==> src/mail_command_tokenizer_core_macros.svh <==
// Assertion helpers shared by the tokenizer modules.
// Each expects clk_i and rst_ni in the scope where it is used.
`ifndef MAIL_COMMAND_TOKENIZER_CORE_MACROS_SVH
`define MAIL_COMMAND_TOKENIZER_CORE_MACROS_SVH

// Same-cycle implication, ignored while reset is asserted.
`define MCT_ASSERT_NOW(lbl, ante, cons, msg) \
  lbl: assert property (@(posedge clk_i) disable iff (!rst_ni) (ante) |-> (cons)) \
    else $error(msg);

// Next-cycle implication, ignored while reset is asserted.
`define MCT_ASSERT_NEXT(lbl, ante, cons, msg) \
  lbl: assert property (@(posedge clk_i) disable iff (!rst_ni) (ante) |=> (cons)) \
    else $error(msg);

`endif

==> src/mct_pkg.sv <==
package mct_pkg;

  // Token count saturation
  localparam int unsigned MAX_TOKENS = 255;
  localparam logic [7:0] TOKEN_LIMIT = (MAX_TOKENS < 255) ? 8'(MAX_TOKENS) : 8'd255;

  // Queue between front and back end; depth must be a power of two
  localparam int unsigned QUEUE_DEPTH = 4;
  localparam int unsigned QPTR_W      = $clog2(QUEUE_DEPTH);
  localparam int unsigned QCNT_W      = QPTR_W + 1;

  // Scan modes
  localparam logic [2:0] MODE_IDLE   = 3'd0;
  localparam logic [2:0] MODE_PLAIN  = 3'd1;
  localparam logic [2:0] MODE_ADDR   = 3'd2;
  localparam logic [2:0] MODE_ADDR_Q = 3'd3;
  localparam logic [2:0] MODE_LIT    = 3'd4;
  localparam logic [2:0] MODE_LIT_Q  = 3'd5;
  localparam logic [2:0] MODE_QSTR   = 3'd6;

  // Token kinds
  localparam logic [1:0] KIND_PLAIN = 2'd0;
  localparam logic [1:0] KIND_ADDR  = 2'd1;
  localparam logic [1:0] KIND_BAD   = 2'd2;

  // Characters of interest
  localparam logic [7:0] CH_TAB    = 8'h09;
  localparam logic [7:0] CH_CR     = 8'h0D;
  localparam logic [7:0] CH_SPACE  = 8'h20;
  localparam logic [7:0] CH_QUOTE  = 8'h22;
  localparam logic [7:0] CH_COLON  = 8'h3A;
  localparam logic [7:0] CH_LT     = 8'h3C;
  localparam logic [7:0] CH_GT     = 8'h3E;
  localparam logic [7:0] CH_LBRACK = 8'h5B;
  localparam logic [7:0] CH_BSLASH = 8'h5C;
  localparam logic [7:0] CH_RBRACK = 8'h5D;
  localparam logic [7:0] CH_DEL    = 8'h7F;

  // Byte classes, decided by the front end
  typedef enum logic [3:0] {
    CLS_SPACE,
    CLS_LT,
    CLS_LBRACK,
    CLS_QUOTE,
    CLS_GT,
    CLS_RBRACK,
    CLS_SOLO,
    CLS_BSLASH,
    CLS_TEXT
  } cls_e;

  typedef struct packed {
    logic [7:0] in_byte;
    logic       is_end;
  } mct_in_t;

  typedef struct packed {
    logic [7:0] out_byte;
    logic       has_byte;
    logic       token_done;
    logic [1:0] token_kind;
    logic       line_done;
    logic [7:0] token_count;
  } mct_out_t;

  // Classified request as held in the queue
  typedef struct packed {
    logic [7:0] in_byte;
    logic       is_end;
    cls_e       cls;
  } mct_item_t;

endpackage

==> src/mct_front.sv <==
module mct_front import mct_pkg::*; (
  input  logic      in_valid_i,
  input  mct_in_t   in_data_i,
  output logic      in_ready_o,
  input  logic      q_full_i,
  output logic      push_o,
  output mct_item_t item_o
);

  logic [7:0] c;
  cls_e       cls;

  assign c = in_data_i.in_byte;

  // Classify the byte: whitespace first, then specials, then control and colon, then backslash
  always_comb begin
    if (c == CH_SPACE || (c >= CH_TAB && c <= CH_CR)) begin
      cls = CLS_SPACE;
    end else if (c == CH_LT) begin
      cls = CLS_LT;
    end else if (c == CH_LBRACK) begin
      cls = CLS_LBRACK;
    end else if (c == CH_QUOTE) begin
      cls = CLS_QUOTE;
    end else if (c == CH_GT) begin
      cls = CLS_GT;
    end else if (c == CH_RBRACK) begin
      cls = CLS_RBRACK;
    end else if (c < CH_SPACE || c == CH_DEL || c == CH_COLON) begin
      cls = CLS_SOLO;
    end else if (c == CH_BSLASH) begin
      cls = CLS_BSLASH;
    end else begin
      cls = CLS_TEXT;
    end
  end

  // Push classified request into the queue
  assign in_ready_o     = !q_full_i;
  assign push_o         = in_valid_i && !q_full_i;
  assign item_o.in_byte = c;
  assign item_o.is_end  = in_data_i.is_end;
  assign item_o.cls     = cls;

endmodule

==> src/mct_queue.sv <==
`include "mail_command_tokenizer_core_macros.svh"

module mct_queue import mct_pkg::*; (
  input  logic      clk_i,
  input  logic      rst_ni,
  input  logic      push_i,
  input  mct_item_t item_i,
  output logic      full_o,
  output logic      head_vld_o,
  output mct_item_t head_o,
  input  logic      pop_i
);

  mct_item_t          mem_q [QUEUE_DEPTH];
  logic [QPTR_W-1:0] wr_ptr_q, rd_ptr_q;
  logic [QCNT_W-1:0] cnt_q;

  assign full_o     = (cnt_q == QCNT_W'(QUEUE_DEPTH));
  assign head_vld_o = (cnt_q != '0);
  assign head_o     = mem_q[rd_ptr_q];

  // Store entries
  always_ff @(posedge clk_i) begin
    if (push_i) begin
      mem_q[wr_ptr_q] <= item_i;
    end
  end

  // Advance pointers and count
  always_ff @(posedge clk_i or negedge rst_ni) begin
    if (!rst_ni) begin
      wr_ptr_q <= '0;
      rd_ptr_q <= '0;
      cnt_q    <= '0;
    end else begin
      if (push_i) begin
        wr_ptr_q <= wr_ptr_q + QPTR_W'(1);
      end
      if (pop_i) begin
        rd_ptr_q <= rd_ptr_q + QPTR_W'(1);
      end
      if (push_i && !pop_i) begin
        cnt_q <= cnt_q + QCNT_W'(1);
      end else if (pop_i && !push_i) begin
        cnt_q <= cnt_q - QCNT_W'(1);
      end
    end
  end

  `MCT_ASSERT_NOW(a_no_pop_empty, pop_i, cnt_q != '0, "queue popped while empty")
  `MCT_ASSERT_NOW(a_no_push_full, push_i, !full_o, "queue pushed while full")
  `MCT_ASSERT_NOW(a_ptr_gap, 1'b1, (wr_ptr_q - rd_ptr_q) == QPTR_W'(cnt_q), "pointer gap mismatch")

endmodule

==> src/mct_back.sv <==
`include "mail_command_tokenizer_core_macros.svh"

module mct_back import mct_pkg::*; (
  input  logic      clk_i,
  input  logic      rst_ni,
  input  logic      head_vld_i,
  input  mct_item_t head_i,
  output logic      pop_o,
  output logic      out_valid_o,
  input  logic      out_ready_i,
  output mct_out_t  out_data_o
);

  logic [2:0] mode_q, mode_d;
  logic       esc_q, esc_d;
  logic [1:0] kind_q, kind_d;
  logic       lcb_q, lcb_d;
  logic [7:0] tok_q, tok_d;

  logic       out_vld_q, out_vld_d;
  mct_out_t   out_q, out_d;
  logic       pend_vld_q, pend_vld_d;
  mct_out_t   pend_q, pend_d;

  mct_out_t   r0, r1, idle_r;
  logic       v0, v1, idle_v, do_idle, is_closer, slot_free, fire;
  logic [7:0] c;
  logic [7:0] end_cnt;

  function automatic logic [7:0] sat_inc(input logic [7:0] v);
    return (v < TOKEN_LIMIT) ? v + 8'd1 : v;
  endfunction

  assign c         = head_i.in_byte;
  assign slot_free = !out_vld_q || out_ready_i;
  assign fire      = head_vld_i && !pend_vld_q && slot_free;
  assign pop_o     = fire;

  // Tokenizer step: up to two results per request
  always_comb begin
    mode_d    = mode_q;
    esc_d     = esc_q;
    kind_d    = kind_q;
    lcb_d     = lcb_q;
    tok_d     = tok_q;
    r0        = '0;
    r1        = '0;
    v0        = 1'b0;
    v1        = 1'b0;
    idle_r    = '0;
    idle_v    = 1'b0;
    do_idle   = 1'b0;
    end_cnt   = tok_q;
    is_closer = 1'b0;

    if (head_i.is_end) begin
      // Close any open token and report the line
      v0           = 1'b1;
      r0.line_done = 1'b1;
      case (mode_q)
        MODE_PLAIN: begin
          end_cnt       = sat_inc(tok_q);
          r0.token_done = 1'b1;
          r0.token_kind = KIND_PLAIN;
        end
        MODE_LIT, MODE_LIT_Q: begin
          end_cnt       = sat_inc(tok_q);
          r0.token_done = 1'b1;
          r0.token_kind = KIND_BAD;
          if (lcb_q) begin
            r0.out_byte = CH_RBRACK;
            r0.has_byte = 1'b1;
          end
        end
        MODE_ADDR, MODE_ADDR_Q, MODE_QSTR: begin
          end_cnt       = sat_inc(tok_q);
          r0.token_done = 1'b1;
          r0.token_kind = KIND_BAD;
        end
        default: begin
          end_cnt = tok_q;
        end
      endcase
      r0.token_count = end_cnt;
      mode_d = MODE_IDLE;
      esc_d  = 1'b0;
      kind_d = KIND_PLAIN;
      lcb_d  = 1'b0;
      tok_d  = '0;
    end else if (mode_q == MODE_PLAIN) begin
      if (esc_q) begin
        esc_d       = 1'b0;
        v0          = 1'b1;
        r0.out_byte = c;
        r0.has_byte = 1'b1;
      end else if (head_i.cls == CLS_BSLASH) begin
        esc_d = 1'b1;
      end else if (head_i.cls == CLS_TEXT) begin
        v0          = 1'b1;
        r0.out_byte = c;
        r0.has_byte = 1'b1;
      end else begin
        // Terminator ends the token, then is taken between tokens
        tok_d         = sat_inc(tok_q);
        v0            = 1'b1;
        r0.token_done = 1'b1;
        r0.token_kind = KIND_PLAIN;
        do_idle       = 1'b1;
      end
    end else if (mode_q >= MODE_ADDR && mode_q <= MODE_QSTR) begin
      if (mode_q == MODE_ADDR) begin
        is_closer = (head_i.cls == CLS_GT);
      end else if (mode_q == MODE_LIT) begin
        is_closer = (head_i.cls == CLS_RBRACK);
      end else begin
        is_closer = (head_i.cls == CLS_QUOTE);
      end
      if (esc_q) begin
        esc_d       = 1'b0;
        v0          = 1'b1;
        r0.out_byte = c;
        r0.has_byte = 1'b1;
      end else if (head_i.cls == CLS_BSLASH) begin
        esc_d = 1'b1;
      end else if (is_closer) begin
        case (mode_q)
          MODE_ADDR_Q: begin
            mode_d = MODE_ADDR;
          end
          MODE_LIT_Q: begin
            mode_d = MODE_LIT;
          end
          MODE_LIT: begin
            tok_d         = sat_inc(tok_q);
            v0            = 1'b1;
            r0.out_byte   = CH_RBRACK;
            r0.has_byte   = 1'b1;
            r0.token_done = 1'b1;
            r0.token_kind = kind_q;
            mode_d        = MODE_IDLE;
          end
          default: begin
            tok_d         = sat_inc(tok_q);
            v0            = 1'b1;
            r0.token_done = 1'b1;
            r0.token_kind = kind_q;
            mode_d        = MODE_IDLE;
          end
        endcase
      end else if (head_i.cls == CLS_QUOTE) begin
        mode_d = (mode_q == MODE_ADDR) ? MODE_ADDR_Q : MODE_LIT_Q;
      end else begin
        v0          = 1'b1;
        r0.out_byte = c;
        r0.has_byte = 1'b1;
      end
      if (mode_q == MODE_LIT || mode_q == MODE_LIT_Q) begin
        lcb_d = (head_i.cls == CLS_RBRACK);
      end
    end else begin
      do_idle = 1'b1;
    end

    // Take a byte between tokens
    if (do_idle) begin
      esc_d = 1'b0;
      case (head_i.cls)
        CLS_SPACE: begin
          mode_d = MODE_IDLE;
        end
        CLS_LT: begin
          mode_d = MODE_ADDR;
          kind_d = KIND_ADDR;
        end
        CLS_LBRACK: begin
          mode_d          = MODE_LIT;
          kind_d          = KIND_PLAIN;
          lcb_d           = 1'b0;
          idle_v          = 1'b1;
          idle_r.out_byte = c;
          idle_r.has_byte = 1'b1;
        end
        CLS_QUOTE: begin
          mode_d = MODE_QSTR;
          kind_d = KIND_PLAIN;
        end
        CLS_GT, CLS_RBRACK, CLS_SOLO: begin
          mode_d            = MODE_IDLE;
          tok_d             = sat_inc(tok_d);
          idle_v            = 1'b1;
          idle_r.out_byte   = c;
          idle_r.has_byte   = 1'b1;
          idle_r.token_done = 1'b1;
          idle_r.token_kind = KIND_PLAIN;
        end
        CLS_BSLASH: begin
          mode_d = MODE_PLAIN;
          kind_d = KIND_PLAIN;
          esc_d  = 1'b1;
        end
        default: begin
          mode_d          = MODE_PLAIN;
          kind_d          = KIND_PLAIN;
          idle_v          = 1'b1;
          idle_r.out_byte = c;
          idle_r.has_byte = 1'b1;
        end
      endcase
      if (idle_v) begin
        if (v0) begin
          v1 = 1'b1;
          r1 = idle_r;
        end else begin
          v0 = 1'b1;
          r0 = idle_r;
        end
      end
    end
  end

  // Fill output register, second result waits in the pending slot
  always_comb begin
    out_vld_d  = out_vld_q;
    out_d      = out_q;
    pend_vld_d = pend_vld_q;
    pend_d     = pend_q;
    if (slot_free) begin
      if (pend_vld_q) begin
        out_vld_d  = 1'b1;
        out_d      = pend_q;
        pend_vld_d = 1'b0;
      end else if (head_vld_i) begin
        out_vld_d  = v0;
        out_d      = r0;
        pend_vld_d = v1;
        pend_d     = r1;
      end else begin
        out_vld_d = 1'b0;
      end
    end
  end

  // Hold scan state and output control
  always_ff @(posedge clk_i or negedge rst_ni) begin
    if (!rst_ni) begin
      mode_q     <= MODE_IDLE;
      esc_q      <= 1'b0;
      kind_q     <= KIND_PLAIN;
      lcb_q      <= 1'b0;
      tok_q      <= '0;
      out_vld_q  <= 1'b0;
      pend_vld_q <= 1'b0;
    end else begin
      if (fire) begin
        mode_q <= mode_d;
        esc_q  <= esc_d;
        kind_q <= kind_d;
        lcb_q  <= lcb_d;
        tok_q  <= tok_d;
      end
      out_vld_q  <= out_vld_d;
      pend_vld_q <= pend_vld_d;
    end
  end

  // Payload registers
  always_ff @(posedge clk_i) begin
    out_q  <= out_d;
    pend_q <= pend_d;
  end

  assign out_valid_o = out_vld_q;
  assign out_data_o  = out_q;

  `MCT_ASSERT_NOW(a_pend_behind_out, pend_vld_q, out_vld_q, "pending result without output")
  `MCT_ASSERT_NOW(a_esc_in_token, esc_q, mode_q != MODE_IDLE, "escape pending between tokens")
  `MCT_ASSERT_NOW(a_kind_only_done, out_vld_q && !out_q.token_done,
                  out_q.token_kind == KIND_PLAIN, "kind set on unfinished token")
  `MCT_ASSERT_NEXT(a_end_resets, fire && head_i.is_end,
                   mode_q == MODE_IDLE && tok_q == '0, "line end left state behind")

endmodule

==> src/mail_command_tokenizer_core.sv <==
// Mail command line tokenizer.
// Input channel (in_valid_i / in_ready_o / in_data_i) takes one byte of the
// command line per request, or an end-of-line marker (is_end set). Output
// channel (out_valid_o / out_ready_i / out_data_o) delivers the token stream:
// text bytes, token ends with their kind, and one line-done result carrying
// the saturating token count.
// A request passes through the queue and then the output register. The back
// end takes one byte per cycle unless the receiver stalls; a byte that ends
// a plain token and also starts a one-character token or literal yields two
// results, and the second waits in the pending slot while the back end takes
// no new byte. The classifier and the scan engine are parted by a four-entry
// queue, so the input keeps taking bytes while the back end is held or the
// receiver stalls; input ready drops only when that queue is full.
// Reset empties the queue and the output register and puts the scanner
// between tokens with a count of zero. A stalled receiver holds the current
// result in the output register until it is taken.
module mail_command_tokenizer_core import mct_pkg::*; (
  input  logic     clk_i,
  input  logic     rst_ni,
  input  logic     in_valid_i,
  output logic     in_ready_o,
  input  mct_in_t  in_data_i,
  output logic     out_valid_o,
  input  logic     out_ready_i,
  output mct_out_t out_data_o
);

  logic      q_full, push, head_vld, pop;
  mct_item_t item, head;

  mct_front u_front (
    .in_valid_i (in_valid_i),
    .in_data_i  (in_data_i),
    .in_ready_o (in_ready_o),
    .q_full_i   (q_full),
    .push_o     (push),
    .item_o     (item)
  );

  mct_queue u_queue (
    .clk_i      (clk_i),
    .rst_ni     (rst_ni),
    .push_i     (push),
    .item_i     (item),
    .full_o     (q_full),
    .head_vld_o (head_vld),
    .head_o     (head),
    .pop_i      (pop)
  );

  mct_back u_back (
    .clk_i       (clk_i),
    .rst_ni      (rst_ni),
    .head_vld_i  (head_vld),
    .head_i      (head),
    .pop_o       (pop),
    .out_valid_o (out_valid_o),
    .out_ready_i (out_ready_i),
    .out_data_o  (out_data_o)
  );

endmodule
==> config.mk <==
export PLATFORM = sky130hd
export DESIGN_NAME = mail_command_tokenizer_core
export DESIGN_NICKNAME = d
export VERILOG_FILES = /design/src/mct_pkg.sv /design/src/mct_front.sv /design/src/mct_queue.sv /design/src/mct_back.sv /design/src/mail_command_tokenizer_core.sv
export VERILOG_INCLUDE_DIRS = /design/src /design/src/src
export SDC_FILE = /design/constraint.sdc
export NUM_CORES = 1
export LEC_CHECK = 0
export ABC_AREA = 1
export BUFFER_PORTS_ARGS = -buffer_cell sky130_fd_sc_hd__buf_4
export CAP_MARGIN = 25
export CORE_ASPECT_RATIO = 1.2
export CORE_UTILIZATION = 40
export DETAILED_ROUTE_END_ITERATION = 7
export PLACE_DENSITY = 0.68
export SLEW_MARGIN = 10
export SYNTH_ARGS = -nofsm -noshare
export SYNTH_HDL_FRONTEND = slang
export SYNTH_HIERARCHICAL = 1
export SYNTH_SLANG_ARGS = --single-unit
==> constraint.sdc <==
create_clock -name clk_i -period 8.6 [get_ports clk_i]
set_clock_uncertainty 0.15 [all_clocks]
set_input_delay 1.72 -clock clk_i [delete_from_list [all_inputs] [get_ports clk_i]]
set_output_delay 1.72 -clock clk_i [all_outputs]
set_load 0.01 [all_outputs]
==> flow_summary.yaml <==
job:
  cap_viol_max_count: 0
detailed_routing:
  wl_per_cell_um: 13.4
  vias: 4951
  drt_iter0_markers: 362
  wirelength_mm: 13.3
  ant_nets: 0
  viasPerCell: 5.00
  drc_errors: 0
  dr.pass1.iters: 5
final_layout:
  fillers: 1512
  drive_above_1_share_pct: 16.0
  area_growth_pct: 10.7
  final_nets: 798
  fin_area_mm2: 0.00702
  antennaDiodeCount: 0
place:
  gp_congestion: 0.954
  hpwl_mm: 9.80
  placed_area_mm2: 0.00671
  port-buffer-count: 35
timing:
  max_freq_mhz: 265
  worstMarginPinSlew_ns: 0.616
  maxSlewHeadroom_pct: 58.9
  rsz0062_at_grt: "false"
  maxSlewViolCount: 0
  fin_tns_setup_ns: 0
  hold_violations: 0
  holdWs_ns: 0.338
  finalSetupViolCount: 0
  min_period_ns: 3.77
  finalCritPeriodShare_pct: 43.9
die:
  row_count: 50
  die_area_mm2: 0.0164
  core_area_mm2: 0.0156
  die_h_um: 140
  initial_core_util_pct: 40.7
  die_x_um: 117
  ios: 36
clock_tree:
  cts_tree: "yes"
  cts-resized-gates: 0
  cts_buffers: 9
  cts_hold_buf: 0
  post_cts_buffers: 0
  path_clk_slew_ns: 0.08
  cts.path.max_buffers: 2
  ctsHtreeMaxLevel: 3
  root_buffer: "clkbuf_16"
  cts_sinks: 107
  clkLatencyLatePin_ns: 0.35
global_route:
  antenna_found_initial: 0
  grt_pass1_wl_mm: 22.0
  grt_util_all_layers_pct: 17.3
  gr-total-overflow: 0
  grt_pass1_vias: 4559
  grt_max_degree: 55
critical_path:
  r2r_slack_ns: 4.83
  critPathKind: "reg -> reg"
  worstPathMaxFanout: 14
  crit_required_ns: 8.68
  regToRegEndpoint: "u_back/tok_q[0]"
  worstSetupEndpointType: "register"
  start_kind: "register"
  crit_end: "u_back/tok_q[0]"
  critPathArrivalTime_ns: 3.85
  r2r-start: "u_queue/rd_ptr_q[1]"
  rr_worst_depth: 20
  crit_path_start: "u_queue/rd_ptr_q[1]"
synthesis:
  synthFlopType: "edfxtp_1"
  synth_cell_type_count: 42
  ys_ff_latch: 107
  synth_cells: 753
  synth_top_cell_by_area: "edfxtp_1"
  synth_area_leaders: "edfxtp_1 (39%), nand2_1 (11%), dfrtp_1 (9.5%)"
  avgSynthCellArea_um2: 8.42
  synth_top_area_share_pct: 39.3
  synth_edf_count: 83
  synth.net_count: 774
  yosysSeqAreaShare_pct: 48.8
  synthTopCellsByCount: "nand2_1 (193), inv_1 (111), edfxtp_1 (83)"
  synth.most_common_cell: "nand2_1"
  synth_area_mm2: 0.00634
  yosys_warnings: 6
  async_reset_ff_share_pct: 22.4
pwr:
  clockPowerShare_pct: 15.9
  swShare_pct: 46.2
  p_per_area_mw_per_mm2: 374
  finalPower_w: 0.00262
  irDropWorstVdd_mv: 0.157
  p_seq_share_pct: 33.5
  pwr-share-comb_pct: 50.6
  power_switching_w: 0.00121
  leakage_nw: 3.22
  p_int_w: 0.00141
outcome:
  run_status: "finished, final reports clean"
hold_path:
  hold_class: "reg -> reg"
[power groups by stage]
stage,clock (W),combinational [W],sequential [W]
2_1_floorplan,0,0.000991,0.000883
3_3_place_gp,0,0.00130,0.000888
3_5_place_dp,0,0.00132,0.000890
4_1_cts,0.000428,0.00133,0.000879
5_1_grt,0.000449,0.00150,0.000901
6_report,0.000418,0.00133,0.000878
[metal layers]
| metal | GRT usage (%) | wire length [µm] | vias to the layer above |
|---|---|---|---|
| met4 | 7.40 | 322 | 0 |
| li1 | - | - | 2524 |
| met3 | 1.90 | 495 | 26 |
| met5 | 0 | 0 | - |
| met2 | 29.4 | 6630 | 141 |
| met1 | 22.1 | 5810 | 2260 |
[area by class of cell]
| type | count | area [µm²] | area share, % |
|---|---|---|---|
| clock inverter | 7 | 86.3 | 1.23 |
| timing repair buffer | 38 | 293 | 4.17 |
| sequential | 107 | 3090 | 44.1 |
| clock buffer | 9 | 225 | 3.21 |
| multi-input combinational | 494 | 2580 | 36.8 |
| tap | 208 | 260 | 3.71 |
| inverter | 127 | 477 | 6.79 |
[cell families (layout without fill, tap and decap cells)]
group / after synthesis / count (layout) / synth area share [%]
XOR/XNOR: 7 / 7 / 0.967
AO/OA/AOI/OAI: 110 / 110 / 11.5
buffers and inverters: 152 / 181 / 10.6
adder cells (fa/ha/maj): 8 / 8 / 1.70
flip-flops: 107 / 107 / 48.8
AND/OR/NAND/NOR: 369 / 369 / 26.5
[registers in the layout, indices dropped and copies added, names as in the netlist]
signal              count
u_back/kind_q           2
u_back/out_data_o      21
u_queue/rd_ptr_q        2
u_back/pend_q          10
u_queue/cnt_q           3
u_back/pend_vld_q       1
u_back/lcb_q            1
u_back/mode_q           3
u_back/out_valid_o      1
u_back/tok_q            8
u_queue/wr_ptr_q        2
u_back/esc_q            1
u_queue/mem_q          52
[metrics by stage]
step / worst slack, ns / utilization (%) / cells
after floorplan: 4.97 / - / 753
after global placement: 4.98 / 43.0 / 973
after detailed placement: 4.86 / 43.1 / 974
after CTS: 4.83 / 45.1 / 990
after global routing: 4.41 / 45.1 / 990
final: 4.83 / 45.1 / 990
[worst min-delay path by stage]
stage	start	end	slack (ns)	depth (start not counted)
after detailed placement	u_queue/cnt_q[2]	u_queue/cnt_q[2]	0.31	2
after floorplan	u_queue/cnt_q[2]	u_queue/cnt_q[2]	0.29	2
after global routing	u_queue/cnt_q[2]	u_queue/cnt_q[2]	0.38	2
after global placement	u_queue/cnt_q[2]	u_queue/cnt_q[2]	0.31	2
after CTS	u_queue/cnt_q[2]	u_queue/cnt_q[2]	0.34	2
final	u_queue/cnt_q[2]	u_queue/cnt_q[2]	0.34	2
[cells in the final DEF (no fill, tap or decap), drive strengths merged]
cell	instances
a221oi	2
a21o	1
xnor2	1
xor2	6
buf	38
inv	127
clkinv	7
a31oi	1
nor2	85
edfxtp	83
o211ai	32
a32o	1
nor4	2
dfrtp	24
o32ai	3
a21oi	25
nand4	12
o22ai	3
nand2	210
o21ai	40
nand3	47
ha	7
clkbuf	9
fa	1
o2111ai	2
nor3	13
[worst max-delay path, stage by stage (launching register included)]
cell,delay (ns)
dfrtp_1,0.66
inv_2,0.29
o211ai_1,0.17
nand2_1,0.17
nand2_2,0.16
inv_2,0.06
nand2_4,0.09
nand2_4,0.06
nor2_4,0.11
nand4_4,0.22
nor2_2,0.23
nand2_1,0.07
nand3_1,0.18
ha_1,0.23
nand3_1,0.16
nor2_4,0.18
nand3_4,0.14
nand2_2,0.10
nand2_1,0.06
nand3_1,0.07
o21ai_1,0.06
(Power assumes the default switching activity.)
